File: config.mk
export PLATFORM = sky130hd
export DESIGN_NAME = bb3_queue
export DESIGN_NICKNAME = d
export VERILOG_FILES = /design/src/rtl/bb3_pkg.sv /design/src/rtl/bb3_queue.sv
export SDC_FILE = /design/constraint.sdc
export NUM_CORES = 1
export LEC_CHECK = 0
export BUFFER_PORTS_ARGS = -buffer_cell sky130_fd_sc_hd__clkbuf_2
export CAP_MARGIN = 20
export CORE_MARGIN = 3
export CORE_UTILIZATION = 50
export CTS_CLUSTER_SIZE = 40
export DETAILED_ROUTE_END_ITERATION = 7
export GPL_TIMING_DRIVEN = 1
export PLACE_DENSITY = 0.7
export SYNTH_ARGS = -nofsm -noshare
export SYNTH_HDL_FRONTEND = slang
export SYNTH_SLANG_ARGS = --single-unit
File: constraint.sdc
create_clock -name clk -period 9.8 [get_ports clk]
set_input_delay 0.49 -clock clk [delete_from_list [all_inputs] [get_ports clk]]
set_output_delay 0.49 -clock clk [all_outputs]
set_load 0.1 [all_outputs]
File: src/rtl/bb3_pkg.sv
`timescale 1ns / 1ps
`default_nettype none
// ----------------------------------------------------------------------------
// bb3_pkg: shared types and constants for the 3x3 box blur
// Pixel, window and job types passed from the front end through the job
// queue to the back end, plus configuration register indexes.
// ----------------------------------------------------------------------------
package bb3_pkg;

  localparam int CH_W        = 8;
  localparam int PIX_W       = 3 * CH_W;
  localparam int POS_W       = 9;
  localparam int CFG_W       = 10;
  localparam int CFG_IDX_W   = 2;
  localparam int SUM_W       = 12;
  localparam int RECIP_W     = 13;
  localparam int RECIP_SHIFT = 16;
  localparam int QUEUE_DEPTH = 4;

  localparam int MAX_WIDTH_DEF  = 512;
  localparam int MAX_HEIGHT_DEF = 512;

  // floor(s / 9) == (s * RECIP_9) >> RECIP_SHIFT for every s below 2296
  localparam logic [RECIP_W-1:0] RECIP_9 = 13'd7282;

  localparam logic [CFG_W-1:0] CFG_DIM_RESET = 10'd512;

  // Configuration register indexes
  localparam logic [CFG_IDX_W-1:0] CFG_WIDTH  = 2'd0;
  localparam logic [CFG_IDX_W-1:0] CFG_HEIGHT = 2'd1;

  typedef logic [PIX_W-1:0] pixel_t;

  // win[i][j]: row i (0 is oldest row), column j (0 is oldest column)
  typedef logic [2:0][2:0][PIX_W-1:0] window_t;

  // One axis of the output block caused by a pixel
  typedef struct packed {
    logic [POS_W-1:0] base;  // first emitted row or column
    logic [1:0]       off;   // window offset of that first row or column
    logic [1:0]       last;  // emitted count minus one
  } span_t;

  typedef struct packed {
    window_t win;
    span_t   rows;
    span_t   cols;
  } job_t;

  typedef struct packed {
    logic empty;
    logic full;
  } q_stat_t;

endpackage
`default_nettype wire

File: src/rtl/bb3_queue.sv
`timescale 1ns / 1ps
`default_nettype none
// ----------------------------------------------------------------------------
// bb3_queue: job queue between front and back end
// Small register FIFO; the head entry is visible without a pop.
// ----------------------------------------------------------------------------
module bb3_queue (
  input  wire logic              clk,
  input  wire logic              rst,
  input  wire logic              push,
  input  wire bb3_pkg::job_t     push_job,
  input  wire logic              pop,
  output bb3_pkg::job_t          head,
  output bb3_pkg::q_stat_t       stat
);

  localparam int DEPTH = bb3_pkg::QUEUE_DEPTH;
  localparam int PTR_W = $clog2(DEPTH);

  bb3_pkg::job_t    entries [DEPTH];
  logic [PTR_W-1:0] wr_ptr, rd_ptr;
  logic [PTR_W:0]   count;

  assign head       = entries[rd_ptr];
  assign stat.empty = (count == '0);
  assign stat.full  = (count == (PTR_W+1)'(DEPTH));

  // Track pointers and fill level
  always_ff @(posedge clk) begin
    if (rst) begin
      wr_ptr <= '0;
      rd_ptr <= '0;
      count  <= '0;
    end else begin
      if (push) begin
        wr_ptr <= wr_ptr + PTR_W'(1);
      end
      if (pop) begin
        rd_ptr <= rd_ptr + PTR_W'(1);
      end
      if (push && !pop) begin
        count <= count + (PTR_W+1)'(1);
      end else if (pop && !push) begin
        count <= count - (PTR_W+1)'(1);
      end
    end
  end

  // Store entries
  always_ff @(posedge clk) begin
    if (push) begin
      entries[wr_ptr] <= push_job;
    end
  end

endmodule
`default_nettype wire

# Yosys cells after proc, flatten, opt, wreduce, memory -nomap -nowiden
# Memory sizes are Yosys's and may differ from the RTL's. A register that Yosys moved wholly into a read port is not among the register bits.
# Cells that the tools add are included.
# op_classes
n_addsub	4
mux	6
n_eq_ne	1
n_reduce_logical	6
# op_table
operator	n
two-way mux 3 bit	2
adder 2 x 1 -> 2 bit, second input constant	2
two-way mux 2 bit	2
adder 3 x 1 -> 3 bit, second input constant	1
== test 3 bit, second input constant	1
zero test 3 bit	1
subtractor 3 x 1 -> 3 bit, second input constant	1
logical AND 1 bit	2
zero test 1 bit	2
two-way mux 1 bit	2
nonzero test 2 bit	1
# totals
reg_bits	7
memories	1
out_inout_bits	244
word_cells	21
ram_bits	968
# mem_list
name	words	word_bits	rd	rd_ports_with_merged_regs	write_ports	line	text
entries	4	242	1	1	1	bb3_queue.sv:20	bb3_pkg::job_t entries [DEPTH];

# Logic depth before layout (Yosys ltp)
# logic_depth
word_depth	4
depth_mapped	7
depth_no_buf	7

# Least setup slack after synthesis
# Ideal clock, no wire load.
# synth_path
path_type	flip-flop to flip-flop
from	reg wr_ptr[0]
to	mem entries[0][0] in the netlist's numbering (enable)
path_slack_ns	3.136
period_less_slack_ns	6.664
arrival_ns	6.032
n_path_buf	0
path_stages_with_launch	4
required_time_ns	9.168
setup_time_ns	0.632
path_cell_list	dfxtp_1 -> inv_1 -> ha_1 -> and2_1
# synth_rtl
element	line	text
start, declared	bb3_queue.sv:21	logic [PTR_W-1:0] wr_ptr, rd_ptr;
start signal, assigned	bb3_queue.sv:36	wr_ptr <= wr_ptr + PTR_W'(1);
end, declared	bb3_queue.sv:20	
# No word-level cell before the write port.

==> impl_metrics.toml <==
[clock_network]
cts_sinks = 977
cts_buffer_depth = 3
cts_tree = "built"
clk_latency_ns = 0.64
cts_hold_buffers = 0
htreeDepth = 3
numCtsBuffers = 95
postCtsSetupRepairBufs = 0
clk_pin_slew_ns = 0.06
root_buffer = "clkbuf_16"
cts_resized = 0

[power_and_ir_drop]
p_comb_share_pct = 18.6
switchingPower_uw = 3070
p_clk_share_pct = 34.0
switching_share_pct = 29.9
pwr-share-seq_pct = 47.4
powerDensity_mw_per_mm2 = 246
internal_power_uw = 7200
power.leakage_uw = 0.0140
ir_worst_vdd_uv = 181

[final_layout]
final_cell_mix = "968 x edfxtp_1, 489 x clkbuf_2, 242 x mux4_2"
multi_input_area_mm2 = 0.00569
nets = 2103
ff_latch_area_mm2 = 0.0293
layout-drive-gt1-share_pct = 45.4
num-fill-cells = 4838
final_area_mm2 = 0.0418
area_growth_pct = 18.3
layout_commonest_cell = "edfxtp_1"

[grt]
grt_pass1_wl_um = 105000
antenna_found_initial = 16
grt_use_total_pct = 18.8
grt_pass1_vias = 16700
grt.overflow.total = 0
grt_max_degree = 140

[critical_path]
start_kind = "flop"
worst-setup-path-type = "flop to primary output"
worstPathRequired_ns = 9.31
critical_path_arrival_ns = 3.54
crit_fanout = 104
worst_setup_path_end_kind = "primary output"

[floorplanning]
rows = 96
die_w_um = 272
start_util_pct = 51.0
coreArea_mm2 = 0.0693
ios = 490
dieArea_mm2 = 0.0739
die_h_um = 272

[yosys]
synth-simple-area-share_pct = 0.209
synth_top_cell_area_share_pct = 82.3
synth-main-ff-cell = "edfxtp_1"
ys_warn_count = 0
synthCells = 1308
synth-seq-area-share_pct = 82.8
synth_xor_area_share_pct = 0.124
synth_top_family_by_area = "multiplexers"
avgSynthCellArea_um2 = 27.0
syn_area_mm2 = 0.0353
synth_cell_types = 20
synth_nets = 1560
synth_edf_count = 968
ys_ff_latch = 977
synthArstFlopShare_pct = 0
yosys-mux-area-fraction_pct = 15.5
yosys.area.top_type = "edfxtp_1"
synth_compound_area_share_pct = 0.0283
synthAdderAreaFrac_pct = 0.234
yosys-top-cells-area = "edfxtp_1 82%, mux4_2 15%, buf_6 0.67%"

[timing]
setup_ws_ns = 5.77
max_freq_mhz = 248
min_period_over_period_pct = 41.2
fin_crit_ns = 4.03
setup_tns_ns = 0
slew_viol_final = 0
max_slew_margin_pct = 28.4
fin_skew_ns = 0.0341
tightest_slew_ns = 1.07
rsz0062_at_grt = "false"
finalSetupViolCount = 0
hold_viol = 0

[place]
dp_hpwl_um = 42100
gp_congestion = 0.749
portBuffers = 489
placed_area_mm2 = 0.0388
place_ws_ns = 6.36

[drt]
dr.pass1.iters = 5
drt-total-wl_um = 69500
ant_nets = 0
wl_per_cell_um = 24.2
drtIter0Drc = 1226
drc = 0
viasPerCell = 5.50
vias = 15800

[hold_path]
hp-class = "input port to flop"

[job]
maxCapViolCount = 0

[outcome]
outcome = "complete, no violations"
per-layer routing:
layer	up-vias	wire, um	global-route usage, %
met5	-	90	0
met4	12	1580	5.83
met3	111	6210	6.03
met2	513	34600	30.3
met1	8333	27000	24.8
li1	6823	-	-
worst max-delay path: stages, from the launching register on:
cell      delay [ns]
dfxtp_4         0.95
buf_12          0.64
mux4_2          0.66
clkbuf_2        0.40
kinds of logic after synthesis:
group	count (synthesis)
and+or+nand+nor	15
buffers and inverters	59
muxes	244
adders and majority gates	6
AOI/OAI and AO/OA	2
DFF	977
xor gates and xnor gates	5
synthesized netlist by cell type, drive strengths merged (2+ instances only):
library cell / n
edfxtp: 968
xnor2: 2
ha: 5
clkbuf: 8
dfxtp: 9
mux4: 242
xor2: 3
buf: 47
nor2: 7
inv: 4
mux2i: 2
and2: 4
metrics by stage:
stage / util [%] / total power, uW / hold WS [ns] / instances
2_1_floorplan: - / 6580 / 0.466 / 1308
3_3_place_gp: 55.9 / 6870 / 0.478 / 2685
3_5_place_dp: 55.9 / 6890 / 0.514 / 2685
4_1_cts: 60.3 / 10400 / 0.0158 / 2859
5_1_grt: 60.3 / 10600 / 0.0359 / 2866
6_report: 60.3 / 10300 / 0.0695 / 2870
sequential cells by signal, indices dropped and copies added (netlist names), named ones only:
register / cells
entries: 968
rd_ptr: 2
count: 3
wr_ptr: 2
layout make-up:
cell class                      count  area share, %
Inverter                            4         0.0359
Clock buffer                      111           5.93
Multi-Input combinational cell    272           13.6
Tap cell                          931           2.79
Antenna cell                       11         0.0658
Timing Repair Buffer              501           6.28
Clock inverter                     63           1.30
Sequential cell                   977           70.0
power groups by stage:
stage / logic [uW] / clock network, uW / registers (uW)
2_1_floorplan: 1610 / 0 / 4970
3_3_place_gp: 1930 / 0 / 4940
3_5_place_dp: 1930 / 0 / 4950
4_1_cts: 1940 / 3580 / 4870
5_1_grt: 1980 / 3730 / 4880
6_report: 1910 / 3490 / 4860
worst paths after layout:
path | from | endpoint | slack (ns) | depth (start not counted)
max | flop | head[159] | 5.77 | 3
min | push_job[230] | entries[1][230] | 0.07 | 1
max reg2reg | wr_ptr[0] | entries[3][115] | 7.09 | 3
min reg2reg | count[2] | count[2] | 0.53 | 2
No activity file was read; power rests on OpenSTA's default activity.
