### config.mk
export PLATFORM = sky130hd
export DESIGN_NAME = bb3_back
export DESIGN_NICKNAME = d
export VERILOG_FILES = /design/src/rtl/bb3_pkg.sv /design/src/rtl/bb3_back.sv
export SDC_FILE = /design/constraint.sdc
export NUM_CORES = 1
export LEC_CHECK = 0
export BUFFER_PORTS_ARGS = -buffer_cell sky130_fd_sc_hd__buf_2
export CAP_MARGIN = 0
export CELL_PAD_IN_SITES_DETAIL_PLACEMENT = 0
export CELL_PAD_IN_SITES_GLOBAL_PLACEMENT = 1
export CORE_ASPECT_RATIO = 0.9
export CORE_MARGIN = 2
export CORE_UTILIZATION = 35
export CTS_BUF_LIST = sky130_fd_sc_hd__clkbuf_8
export CTS_CLUSTER_DIAMETER = 80
export CTS_CLUSTER_SIZE = 10
export DETAILED_ROUTE_END_ITERATION = 6
export HOLD_SLACK_MARGIN = 0.02
export PLACE_DENSITY_LB_ADDON = 0.1
export SLEW_MARGIN = 20
export SYNTH_ARGS = -nofsm -noshare
export SYNTH_HDL_FRONTEND = slang
export SYNTH_SLANG_ARGS = --single-unit
### constraint.sdc
create_clock -name clk -period 8.6 [get_ports clk]
set_input_delay 0.43 -clock clk [delete_from_list [all_inputs] [get_ports clk]]
set_output_delay 0.43 -clock clk [all_outputs]
set_load 0.05 [all_outputs]
### src/rtl/bb3_pkg.sv
`timescale 1ns / 1ps
`default_nettype none
// ----------------------------------------------------------------------------
// bb3_pkg: shared types and constants for the 3x3 box blur
// Pixel, window and job types passed from the front end through the job
// queue to the back end, plus configuration register indexes.
// ----------------------------------------------------------------------------
package bb3_pkg;

  localparam int CH_W        = 8;
  localparam int PIX_W       = 3 * CH_W;
  localparam int POS_W       = 9;
  localparam int CFG_W       = 10;
  localparam int CFG_IDX_W   = 2;
  localparam int SUM_W       = 12;
  localparam int RECIP_W     = 13;
  localparam int RECIP_SHIFT = 16;
  localparam int QUEUE_DEPTH = 4;

  localparam int MAX_WIDTH_DEF  = 512;
  localparam int MAX_HEIGHT_DEF = 512;

  // floor(s / 9) == (s * RECIP_9) >> RECIP_SHIFT for every s below 2296
  localparam logic [RECIP_W-1:0] RECIP_9 = 13'd7282;

  localparam logic [CFG_W-1:0] CFG_DIM_RESET = 10'd512;

  // Configuration register indexes
  localparam logic [CFG_IDX_W-1:0] CFG_WIDTH  = 2'd0;
  localparam logic [CFG_IDX_W-1:0] CFG_HEIGHT = 2'd1;

  typedef logic [PIX_W-1:0] pixel_t;

  // win[i][j]: row i (0 is oldest row), column j (0 is oldest column)
  typedef logic [2:0][2:0][PIX_W-1:0] window_t;

  // One axis of the output block caused by a pixel
  typedef struct packed {
    logic [POS_W-1:0] base;  // first emitted row or column
    logic [1:0]       off;   // window offset of that first row or column
    logic [1:0]       last;  // emitted count minus one
  } span_t;

  typedef struct packed {
    window_t win;
    span_t   rows;
    span_t   cols;
  } job_t;

  typedef struct packed {
    logic empty;
    logic full;
  } q_stat_t;

endpackage
`default_nettype wire

### src/rtl/bb3_back.sv
`timescale 1ns / 1ps
`default_nettype none
// ----------------------------------------------------------------------------
// bb3_back: result sequencer and blur datapath
// Walks the output block of the head job one result per cycle while the output
// is not stalled, sums the nine selected window pixels, divides by nine and
// holds the result.
module bb3_back (
  input  wire logic                       clk,
  input  wire logic                       rst,
  input  wire bb3_pkg::job_t              head,
  input  wire bb3_pkg::q_stat_t           q_stat,
  output logic                            pop,
  output logic                            out_valid,
  input  wire logic                       out_stall,
  output logic [bb3_pkg::CH_W-1:0]        out_red,
  output logic [bb3_pkg::CH_W-1:0]        out_green,
  output logic [bb3_pkg::CH_W-1:0]        out_blue,
  output logic [bb3_pkg::POS_W-1:0]       out_row,
  output logic [bb3_pkg::POS_W-1:0]       out_col,
  output logic                            last_of_run
);

  localparam int CH  = bb3_pkg::CH_W;
  localparam int SW  = bb3_pkg::SUM_W;
  localparam int PRW = bb3_pkg::SUM_W + bb3_pkg::RECIP_W;

  function automatic logic [CH-1:0] div9(input logic [SW-1:0] s);
    logic [PRW-1:0] p;
    p = PRW'(s) * PRW'(bb3_pkg::RECIP_9);
    return p[bb3_pkg::RECIP_SHIFT +: CH];
  endfunction

  // Position inside the current output block
  logic [1:0] i_q, j_q;

  logic [1:0]         dy, dx;
  logic [2:0][1:0]    ri, cj;
  logic [2:0]         t;
  logic [SW-1:0]      sum_r, sum_g, sum_b;
  bb3_pkg::pixel_t    p;
  logic               is_last, issue, s_ready, o_ready;

  // Sum stage
  logic                          s_valid;
  logic [SW-1:0]                 s_r, s_g, s_b;
  logic [bb3_pkg::POS_W-1:0]     s_row, s_col;
  logic                          s_last;

  // Pick window rows and columns (past the image edge reuse the base) and sum the nine pixels
  always_comb begin
    dy = head.rows.off + i_q;
    dx = head.cols.off + j_q;
    for (int k = 0; k < 3; k++) begin
      t = {1'b0, dy} + 3'(k);
      ri[k] = (t > 3'd2) ? dy : t[1:0];
      t = {1'b0, dx} + 3'(k);
      cj[k] = (t > 3'd2) ? dx : t[1:0];
    end
    sum_r = '0;
    sum_g = '0;
    sum_b = '0;
    for (int k = 0; k < 3; k++) begin
      for (int m = 0; m < 3; m++) begin
        p = head.win[ri[k]][cj[m]];
        sum_r = sum_r + SW'(p[3*CH-1:2*CH]);
        sum_g = sum_g + SW'(p[2*CH-1:CH]);
        sum_b = sum_b + SW'(p[CH-1:0]);
      end
    end
  end

  assign is_last = (i_q == head.rows.last) && (j_q == head.cols.last);
  assign o_ready = !out_valid || !out_stall;
  assign s_ready = !s_valid || o_ready;
  assign issue   = !q_stat.empty && s_ready;
  assign pop     = issue && is_last;

  // Step through the output block
  always_ff @(posedge clk) begin
    if (rst) begin
      i_q <= '0;
      j_q <= '0;
    end else if (issue) begin
      if (j_q == head.cols.last) begin
        j_q <= '0;
        i_q <= is_last ? 2'd0 : i_q + 2'd1;
      end else begin
        j_q <= j_q + 2'd1;
      end
    end
  end

  // Sum and output stage valids
  always_ff @(posedge clk) begin
    if (rst) begin
      s_valid   <= 1'b0;
      out_valid <= 1'b0;
    end else begin
      if (s_ready) begin
        s_valid <= issue;
      end
      if (o_ready) begin
        out_valid <= s_valid;
      end
    end
  end

  // Hold sums, position and last flag
  always_ff @(posedge clk) begin
    if (issue) begin
      s_r    <= sum_r;
      s_g    <= sum_g;
      s_b    <= sum_b;
      s_row  <= head.rows.base + bb3_pkg::POS_W'(i_q);
      s_col  <= head.cols.base + bb3_pkg::POS_W'(j_q);
      s_last <= is_last;
    end
  end

  // Divide by nine into the output register
  always_ff @(posedge clk) begin
    if (o_ready && s_valid) begin
      out_red     <= div9(s_r);
      out_green   <= div9(s_g);
      out_blue    <= div9(s_b);
      out_row     <= s_row;
      out_col     <= s_col;
      last_of_run <= s_last;
    end
  end

endmodule
`default_nettype wire

; ---- Yosys cells after proc, flatten, opt, wreduce, memory -nomap -nowiden
; Index checks and enable logic that the tools add are counted.
[word_totals]
regBits = 104
latchBits = 0
mem_bits_rw = 0
mem_bits_ro = 0
input_bits = 247
wordCells = 106
mem_count = 0
[classes]
n_addsub = 34
mul = 3
n_div = 0
order_cmp = 10
eq_ne = 2
shift = 0
muxes = 30
bitwise_logic = 0
reduce_logical = 11
[op_table]
columns = operator, n
row1 = 24-bit binary-select mux with 2-bit select, 9
row2 = 72-bit binary-select mux with 2-bit select, 3
row3 = 24-bit 2-to-1 mux, 9
row4 = 72-bit 2-to-1 mux, 3
row5 = 12-bit by 8-bit adder with 12-bit output, 12
row6 = "12-bit by 12-bit multiplier with 23-bit output, second input constant", 3
row7 = 11-bit by 8-bit adder with 12-bit output, 3
row8 = 10-bit by 8-bit adder with 11-bit output, 3
row9 = 9-bit by 8-bit adder with 10-bit output, 3
row10 = 8-bit by 8-bit adder with 9-bit output, 3
row11 = 9-bit by 2-bit adder with 9-bit output, 2
row12 = "2-bit by 3-bit less-than comparator with 1-bit output, second input constant", 6
row13 = "3-bit by 2-bit > comparator with 1-bit output, second input constant", 4
row14 = 2-bit 2-to-1 mux, 6
row15 = "2-bit by 1-bit adder with 3-bit output, second input constant", 2
row16 = "2-bit by 2-bit adder with 3-bit output, second input constant", 2
row17 = "2-bit by 1-bit adder with 2-bit output, second input constant", 2
row18 = 2-bit adder, 2
row19 = 2-bit == test, 2
row20 = 1-bit logical AND, 4
row21 = 1-bit zero test, 4
row22 = 1-bit logical OR, 2
row23 = 2-bit AND reduction, 1

; ---- Longest topological paths before layout
; Gate-level depths: netlist of the first run.
[logic_depth]
ltp_word = 14
ltp_mapped = 27

; ---- Worst setup path before layout of the first run
; No wires, ideal clock.
[synth_path]
path_kind = input port to flip-flop
from = in head[2] in the netlist's numbering
to = reg s_g[10] (data pin)
arrival_time_ns = 6.533
required_time_ns = 8.341
path_slack_ns = 1.809
cell_stages = 22
cell_sequence = ha_1 xnor2_1 xnor2_1 clkbuf_1 ha_1 clkbuf_1 clkbuf_1 mux2_2 o22a_1 fa_1 inv_1 fa_1 fa_1 fa_1 ha_1 fa_1 a21o_1 a21oi_1 nor2b_1 o21a_1 o41a_1 xor2_1
[synth_between]
elab_chain_len = 14
elab_cells_between_ends = 33
cone_classes = add/sub: 11 / order compare: 2 / mux: 20
[synth_lines]
columns = element, line_no
row1 = start: declaration, bb3_back.sv:11  ; input wire bb3_pkg::job_t head,
row2 = 2-bit adder *, bb3_back.sv:53  ; dx = head.cols.off + j_q;
row3 = 2-bit by 1-bit adder with 3-bit output, bb3_back.sv:57  ; t = {1'b0, dx} + 3'(k);
row4 = 3-bit by 2-bit > comparator with 1-bit output, bb3_back.sv:58  ; cj[k] = (t > 3'd2) ? dx : t[1:0];
row5 = 2-bit 2-to-1 mux, bb3_back.sv:58
row6 = 24-bit binary-select mux with 2-bit select, bb3_back.sv:65  ; p = head.win[ri[k]][cj[m]];
row7 = 24-bit 2-to-1 mux (not written as such), bb3_back.sv:65
row8 = 8-bit by 8-bit adder with 9-bit output, bb3_back.sv:67  ; sum_g = sum_g + SW'(p[2*CH-1:CH]);
row9 = 9-bit by 8-bit adder with 10-bit output, bb3_back.sv:67
row10 = 10-bit by 8-bit adder with 11-bit output, bb3_back.sv:67
row11 = 11-bit by 8-bit adder with 12-bit output, bb3_back.sv:67
row12 = 12-bit by 8-bit adder with 12-bit output (3 in a row), bb3_back.sv:67
row13 = 12-bit by 8-bit adder with 12-bit output *, bb3_back.sv:67
row14 = net sum_g[10], bb3_back.sv:40  ; logic [SW-1:0] sum_r, sum_g, sum_b;
row15 = end signal: assignment, bb3_back.sv:113  ; s_g <= sum_g;
row16 = end: declaration, bb3_back.sv:46  ; logic [SW-1:0] s_r, s_g, s_b;
; Mark *: on every way through the listed nets, which the timed path passes. The rest lies on a longest branch. The select of a mux whose other input is x is not followed.
; A chain may end at the register's enable or synchronous reset.

; ---- Worst setup path in the final report of the first run
[layout_path]
from = reg j_q[0]
to = reg s_g[10] (data pin)
[layout_between]
elab_chain_len = 14
elab_cells_between_ends = 33
cone_classes = add/sub: 11 / order compare: 2 / mux: 20
[layout_lines]
columns = element, line_no
row1 = start: declaration, bb3_back.sv:35  ; logic [1:0] i_q, j_q;
row2 = start signal: assignment, bb3_back.sv:89  ; j_q <= j_q + 2'd1;
row3 = 2-bit adder *, bb3_back.sv:53
row4 = 2-bit by 1-bit adder with 3-bit output, bb3_back.sv:57
row5 = 3-bit by 2-bit > comparator with 1-bit output, bb3_back.sv:58
row6 = 2-bit 2-to-1 mux, bb3_back.sv:58
row7 = 24-bit binary-select mux with 2-bit select, bb3_back.sv:65
row8 = 24-bit 2-to-1 mux (not written as such), bb3_back.sv:65
row9 = 8-bit by 8-bit adder with 9-bit output, bb3_back.sv:67
row10 = 9-bit by 8-bit adder with 10-bit output, bb3_back.sv:67
row11 = 10-bit by 8-bit adder with 11-bit output, bb3_back.sv:67
row12 = 11-bit by 8-bit adder with 12-bit output, bb3_back.sv:67
row13 = 12-bit by 8-bit adder with 12-bit output (3 in a row), bb3_back.sv:67
row14 = 12-bit by 8-bit adder with 12-bit output *, bb3_back.sv:67
row15 = net sum_g[10], bb3_back.sv:40
; Marked as above.

==> metrics.md, run 1 <==
| Metric | Value |
|---|---|
| Gpl congestion | 0.8752 |
| Max_cap viols | 0 |
| Detailed Place HPWL | 56570 µm |
| DRT Pass-1 Iters | 5 |
| Worst Skew | 0.02464 ns |
| Die height | 241.8 µm |
| Drt total wl | 70190 µm |
| Arr. time, crit path | 7.60 ns |
| Hold Path Class | in -> reg |
| RSZ-0062 raised after global routing | false |
| YS warnings | 0 |
| Postcts setup bufs | 0 |
| P&R area growth vs syn | 11.81% |
| CTS H-Tree Depth | 3 |
| Yosys top cell by area | fa_1 |
| Post-CTS resize count | 0 |
| Routed len/inst | 19.95 µm |
| Fillers | 6317 |
| GRT Residual Overflow | 0 |
| First-pass GRT wire length | 108100 µm |
| Synth top area share | 23.13% |
| Most instantiated cells after synthesis | inv_1, fa_1, ha_1, o21ai_0, mux2i_1 |
| Avg Vias per Cell | 5.356 |
| Max-slew headroom | 29.45% |
| Syn Inst Count | 2466 |
| Crit end category | flip-flop |
| Area of the multi-input gates | 17110 µm² |
| Worst setup margin | 1.197 ns |
| Routed vias | 18840 |
| Worst-path clk slew | 0.14 ns |
| Routed wl met2 | 32070 µm |
| Endpoints failing setup | 0 |
| Critical path class | reg -> reg |
| Final period utilization | 86.08% |
| Tmin final | 7.403 ns |
| Distinct cell type count after synthesis | 60 |
| Met3 Wirelength | 3763 µm |
| Initial antenna violation count | 10 |
| Slowest Stage Delay on Critical Path | 0.72 ns |
| Core region area | 62370 µm² |
| TritonCTS clock tree | built |
| Worst EP required | 8.80 ns |
| Top Layer Used | met5 |
| Top cells by area, synth | fa_1, ha_1, edfxtp_1 |
| Dpl cells | 3498 |
| Starting DRC count in detailed routing | 1037 |
| Synthesized area per cell | 8.915 µm² |
| Post-synthesis mux area share | 8.036% |
| Root Buffer | clkbuf_8 |
| Site Rows | 87 |
| DRC Markers | 0 |
| IO Pins | 292 |
| CTS buffer count | 9 |
| FF+latch area | 3063 µm² |
| Synth Area in Compound Gates | 19.83% |
| Vias in the first global route | 18900 |
| Largest net degree at the start of global routing | 93 |
| Worst-Margin Slew | 1.056 ns |
| XOR/XNOR Fraction of Synth Area | 2.817% |
| Register area share after synthesis | 13.93% |
| Ratio of cells with drive above 1 in the final layout | 14.57% |
| Primary FF master, synth | edfxtp_1 |
| Setup_tns | 0 ns |
| CP Cell Sequence | ha_2 > xnor2_1 > xnor2_2 > ha_2 > nand2_1 > buf_4 > o21ai_0 > a21oi_1 > fa_1 > inv_1 > fa_1 > fa_1 > fa_1 > ha_1 > fa_1 > a21o_1 > a21oi_1 > nor2b_1 > o21a_1 > o41a_1 > xor2_1 |
| DP Worst Slack | 1.090 ns |
| Final non-filler cell total | 3518 |
| EDFF count, synth | 98 |
| Longest Clk Path Bufs | 2 |
| Sink Count | 104 |
| CP bufs+invs | 2 |
| GRT Total Usage | 21.46% |
| Die Span X | 268.2 µm |
| Status | finished clean |
| Final slew viol count | 0 |
| #FFs+latches synth | 104 |
| Fmax | 0.1351 GHz |
| Startpoint types | flip-flop |
| Synthesized area | 21980 µm² |
| Adder-cell share of the synthesized area | 36.90% |
| Cts hold-fix bufs | 0 |
| Count leader, synth | inv_1 |
| Crit-path slowest cell | ha_2 |
| Final-report hold violation count | 0 |
| Net Count, Synth | 3209 |
| Asr flop ratio synth | 0% |
| Crit-path most repeated cell | fa_1 |
| Crit-path max FO | 26 |
| Clk_lat worst skew | 0.44 ns |
| Wl on met1 | 33420 µm |
| Antenna Nets Post-Route | 0 |
| Port Buffers | 290 |
| CP delay by family, top | adder cells |
| Die area | 64840 µm² |
| Starting density of the core | 35.25% |
| Main combinational cell family by area after synthesis | adder cells |
| Post-Synth Simple-Gate Area | 9.789% |
| Nets | 3408 |
worst paths after layout:
check             depth (start not counted)  startpoint         end  slack, ns
hold / removal                            2   q_stat[1]     s_valid       0.20
hold reg to reg                           0    s_col[8]  out_col[8]       0.42
setup / recovery                         21      j_q[0]     s_g[10]       1.20
setup reg to reg                         21      j_q[0]     s_g[10]       1.20
sequential cells by signal (all words and copies together), names as in the netlist:
register     cells
out_row          9
last_of_run      1
s_row            9
out_green        8
s_g             12
out_col          9
s_col            9
s_r             12
s_b             12
i_q              2
out_red          8
s_last           1
out_valid        1
s_valid          1
j_q              2
out_blue         8
cells by family (layout without fill, tap and decap cells):
family / count (synthesis) / in the layout
AOI/OAI and AO/OA: 660 / 660
DFF: 104 / 104
buffers and inverters: 488 / 692
muxes: 174 / 174
other: 0 / 3
adders and majority gates: 496 / 496
xor gates and xnor gates: 69 / 69
and+or+nand+nor: 475 / 475
through the flow:
step | util (%) | hold slack [ns] | area, µm²
after floorplan | - | 0.4003 | 21980
after global routing | 39.41 | 0.1871 | 24580
after global placement | 39.01 | 0.4008 | 24330
after detailed placement | 39.01 | 0.4045 | 24330
after CTS | 39.37 | 0.1644 | 24550
final | 39.41 | 0.2041 | 24580
layer usage:
layer	vias up	track usage [%]
met5	-	0
met4	12	3.779
met2	510	34.88
met1	9217	30.47
met3	54	3.065
li1	9050	-
placed cells by master (no fill, tap or decap), drive strengths merged, types with 6 or more instances in the layout:
| master | instances |
|---|---|
| xor2 | 17 |
| o31ai | 21 |
| nor2b | 20 |
| a221o | 31 |
| o21a | 40 |
| nand2 | 99 |
| mux2 | 20 |
| and3 | 7 |
| a31oi | 28 |
| xnor2 | 51 |
| and2 | 12 |
| nand3 | 135 |
| fa | 254 |
| edfxtp | 98 |
| o21ai | 187 |
| o211ai | 12 |
| a21boi | 65 |
| a221oi | 50 |
| o22a | 24 |
| nor3 | 33 |
| a21o | 25 |
| nor2 | 149 |
| a22oi | 27 |
| buf | 332 |
| clkbuf | 9 |
| ha | 242 |
| dfxtp | 6 |
| inv | 348 |
| mux2i | 154 |
| a21oi | 120 |
area by class of cell:
cell class / count / area share [%]
Antenna cell: 3 / 0.03054
Clock buffer: 9 / 0.5039
Clock inverter: 7 / 0.4021
Inverter: 344 / 5.253
Multi-Input combinational cell: 1874 / 69.61
Sequential cell: 104 / 12.46
Tap cell: 845 / 4.301
Timing Repair Buffer: 332 / 7.441
Power of run 1 is not shown: default switching activity piles up to over one toggle a cycle in this logic, so the estimate is an artifact.
==> inputs of run 2 (changes only) <==
- RECOVER_POWER: default -> 100
==> metrics.md, run 2 (same netlist as run 1, synthesis figures left out) <==
| Metric | Value |
|---|---|
| Status | finished, violations left |
| Failing checks | capacitance limit, slew limit |
| Worst-Margin Slew | 3.463 ns |
| RSZ-0062 raised after global routing | false |
| Reg-to-reg slack, setup | 0.89 ns |
| Initial antenna violation count | 10 |
| Sink Count | 104 |
| Most common library cell in the layout ignoring fill and taps | inv_1 |
| Drt total wl | 70130 µm |
| Fmax | 0.1297 GHz |
| Dpl cell area | 24330 µm² |
| Max_cap viols | 2 |
| First-pass GRT wire length | 108100 µm |
| DRT Pass-1 Iters | 7 |
| Longest Clk Path Bufs | 2 |
| Die height | 241.8 µm |
| Setup_tns | 0 ns |
| Avg Vias per Cell | 5.363 |
| Endpoints failing setup | 0 |
| TritonCTS clock tree | built |
| Post-CTS resize count | 0 |
| Antenna Nets Post-Route | 0 |
| Reg2Reg Launch Point | j_q[0] |
| Final-report hold violation count | 0 |
| P&R area growth vs syn | 11.43% |
| Post-route core utilization | 39.28% |
| Port Buffers | 290 |
| Final slew viol count | 105 |
| Routed vias | 18870 |
| Die Span X | 268.2 µm |
| DRC Markers | 0 |
| GRT Total Usage | 21.46% |
| Cts hold-fix bufs | 0 |
| Starting DRC count in detailed routing | 1055 |
| Site Rows | 87 |
| Worst EP required | 8.80 ns |
| IO Pins | 292 |
| Ratio of cells with drive above 1 in the final layout | 12.66% |
| Crit end category | flip-flop |
| Die area | 64840 µm² |
| Detailed Place HPWL | 56570 µm |
| Fillers | 6338 |
| Hold WS | 0.2032 ns |
| Hold Crit Depth | 2 |
| Worst-path clk slew | 0.14 ns |
| Most frequent cells in the layout | inv_1, fa_1, buf_2 |
| Startpoint types | flip-flop |
| Clk_lat worst skew | 0.44 ns |
| Min-Delay Endpoint | s_valid |
| Tmin final | 7.711 ns |
| Register-to-Register Path Depth | 19 |
| Hold Path Class | in -> reg |
| Final period utilization | 89.66% |
| GRT Residual Overflow | 0 |
| Root Buffer | clkbuf_8 |
| Arr. time, crit path | 7.91 ns |
| Critical path class | reg -> reg |
| Cell area after layout | 24500 µm² |
| Max-slew headroom | -130.9% |
| CTS H-Tree Depth | 3 |
| Core region area | 62370 µm² |
| Gpl congestion | 0.8752 |
| CTS buffer count | 9 |
| Vias in the first global route | 18900 |
| Routed len/inst | 19.93 µm |
| Hold Crit Start | q_stat[1] |
| RR Endpoint | s_g[10] |
| Postcts setup bufs | 0 |
| Biggest regs | s_b x12, s_g x12, s_r x12 |
| Worst Skew | 0.02495 ns |
| Starting density of the core | 35.25% |
| Largest net degree at the start of global routing | 93 |
| Nets | 3408 |
| Crit-path max FO | 26 |
run 2: worst max path at each step:
stage	startpoint	end	slack, ns	cells past startpoint
floorplan	head[2]	s_g[10]	1.81	22
global placement	head[2]	s_g[10]	1.12	22
detailed placement	head[2]	s_g[10]	1.09	22
CTS	j_q[0]	s_g[10]	1.14	21
global route	j_q[0]	s_b[11]	0.47	21
finish	j_q[0]	s_g[10]	0.89	19
run 2: critical path: stages, from the launching register on:
cell      delay, ns
dfxtp_1        0.40
ha_1           0.90
ha_2           0.82
nand2_1        0.68
clkbuf_1       0.48
o21ai_0        0.25
a21oi_1        0.07
fa_1           0.50
inv_1          0.05
fa_1           0.47
fa_1           0.56
fa_1           0.41
ha_1           0.23
fa_1           0.48
a21o_1         0.20
a21oi_1        0.20
nor2b_1        0.07
o21a_1         0.18
o41a_1         0.32
xor2_1         0.15
run 2: per-layer routing:
metal,track usage [%],part of all wire (%),vias up
met1,30.47,48,9235
met2,34.88,46,509
met3,3.065,5.1,58
li1,-,-,9054
met4,3.779,1.3,12
met5,0,0.12,-
run 2: cell type report:
type | count | area (µm²) | share of cell area (%)
Clock inverter | 7 | 98.84 | 0.4035
Antenna cell | 3 | 7.507 | 0.03065
Inverter | 344 | 1291 | 5.271
Clock buffer | 9 | 123.9 | 0.5056
Multi-Input combinational cell | 1874 | 17100 | 69.79
Tap cell | 845 | 1057 | 4.316
Sequential cell | 104 | 3063 | 12.50
Timing Repair Buffer | 332 | 1758 | 7.176
run 2: through the flow:
step                      worst slack (ns)  std cells
after floorplan                      1.809       2466
after global placement               1.116       3498
after detailed placement             1.090       3498
after CTS                            1.140       3514
after global routing                0.4738       3517
final                               0.8890       3518
Power of run 2 is left out for the same reason.
==> inputs of run 3 (changes only) <==
- CTS_BUF_LIST: sky130_fd_sc_hd__clkbuf_8 -> default
- clock period: 8.6 -> 7.94 ns (I/O delays scaled with it)
==> metrics.md, run 3 (same netlist as run 1, synthesis figures left out) <==
| Metric | Value |
|---|---|
| Initial antenna violation count | 9 |
| Setup_tns | 0 ns |
| Tmin final | 7.318 ns |
| Met3 Wirelength | 3666 µm |
| Sink Count | 104 |
| Crit-path max FO | 20 |
| Root Buffer | clkbuf_16 |
| GRT Residual Overflow | 0 |
| CP startpoint | j_q[0] |
| Wl on met1 | 33620 µm |
| Reg-to-reg slack, setup | 0.62 ns |
| Final period utilization | 92.16% |
| Nets | 3421 |
| Avg Vias per Cell | 5.344 |
| Starting density of the core | 35.25% |
| Vias in the first global route | 19460 |
| IO Pins | 292 |
| Max_cap viols | 2 |
| Biggest regs | s_b x12, s_g x12, s_r x12 |
| Core region area | 62370 µm² |
| Drt total wl | 70810 µm |
| Routed len/inst | 20.04 µm |
| Worst-path clk slew | 0.09 ns |
| Most common library cell in the layout ignoring fill and taps | inv_1 |
| Endpoints failing setup | 0 |
| Die height | 241.8 µm |
| Worst setup endpoint | s_g[10] |
| Port Buffers | 290 |
| Register-to-Register Path Depth | 19 |
| Reg2Reg Launch Point | j_q[0] |
| Ratio of cells with drive above 1 in the final layout | 13.08% |
| Arr. time, crit path | 7.45 ns |
| Gpl congestion | 0.8810 |
| Routed wl met2 | 31930 µm |
| Longest Clk Path Bufs | 2 |
| Worst-Margin Slew | 3.489 ns |
| Routed vias | 18880 |
| Clk_lat worst skew | 0.38 ns |
| Crit end category | flip-flop |
| Worst Skew | 0.01432 ns |
| Final slew viol count | 105 |
| Cts hold-fix bufs | 0 |
| Failing checks | capacitance limit, slew limit |
| Die Span X | 268.2 µm |
| Antenna Nets Post-Route | 0 |
| RSZ-0062 raised after global routing | false |
| First-pass GRT wire length | 109700 µm |
| Starting DRC count in detailed routing | 1335 |
| RR Endpoint | s_g[10] |
| Hold WS | 0.2330 ns |
| Status | finished, violations left |
| Max-slew headroom | -132.6% |
| CTS buffer count | 9 |
| Startpoint types | flip-flop |
| Critical path class | reg -> reg |
| Die area | 64840 µm² |
| Fmax | 0.1367 GHz |
| DRC Markers | 0 |
| DRT Pass-1 Iters | 5 |
| GRT Total Usage | 21.78% |
| Hold Path Class | in -> reg |
| Top Layer Used | met5 |
| Post-CTS resize count | 0 |
| CTS H-Tree Depth | 3 |
| Detailed Place HPWL | 57240 µm |
| Largest net degree at the start of global routing | 120 |
| Postcts setup bufs | 0 |
| Post-route core utilization | 39.66% |
| Most frequent cells in the layout | inv_1, fa_1, buf_2 |
| TritonCTS clock tree | built |
| Final-report hold violation count | 0 |
| Site Rows | 87 |
| Worst EP required | 8.08 ns |
| P&R area growth vs syn | 12.53% |
## run 3: layout make-up
class / instances / area, µm²
fill: 6340 / 37630
multi-input combinational: 1874 / 17100
sequential: 104 / 3063
timing repair buffer: 345 / 1893
inverter: 344 / 1291
tap: 845 / 1057
clock buffer: 9 / 225.2
clock inverter: 7 / 98.84
antenna: 5 / 12.51
## run 3: metrics by stage
step / instances / setup slack, ns / cell area (µm²)
5_1_grt: 3531 / 0.2168 / 24730
4_1_cts: 3528 / 0.8184 / 24810
2_1_floorplan: 2466 / 1.182 / 21980
3_3_place_gp: 3512 / 0.8781 / 24490
3_5_place_dp: 3512 / 0.7690 / 24490
6_report: 3533 / 0.6222 / 24740
## run 3: layer usage
metal	global-route usage (%)	vias to the layer above
met5	0	-
met4	5.291	8
met3	2.841	78
met2	35.11	540
met1	30.77	9177
li1	-	9077
## run 3: worst min-delay path by stage
stage          startpoint     endpoint  slack [ns]  cells after the start
5_1_grt         q_stat[1]      s_valid        0.22                      2
2_1_floorplan      s_last  last_of_run        0.40                      0
6_report        q_stat[1]      s_valid        0.23                      2
3_5_place_dp     s_col[3]   out_col[3]        0.40                      0
4_1_cts         q_stat[1]      s_valid        0.21                      2
3_3_place_gp     s_col[5]   out_col[5]        0.40                      0
## run 3: critical path, cell delays in order, from the launching register on
cell	delay [ns]
dfxtp_1	0.39
ha_1	0.82
ha_2	0.70
nor2b_4	0.68
clkbuf_1	0.42
nand2_1	0.11
o21ai_0	0.12
a21oi_1	0.10
fa_1	0.63
fa_1	0.47
fa_1	0.52
fa_1	0.49
inv_1	0.06
fa_1	0.41
a21o_1	0.20
a21oi_1	0.22
nor2b_1	0.07
o21a_1	0.18
o41a_1	0.32
xor2_1	0.14
Power of run 3 is left out for the same reason.
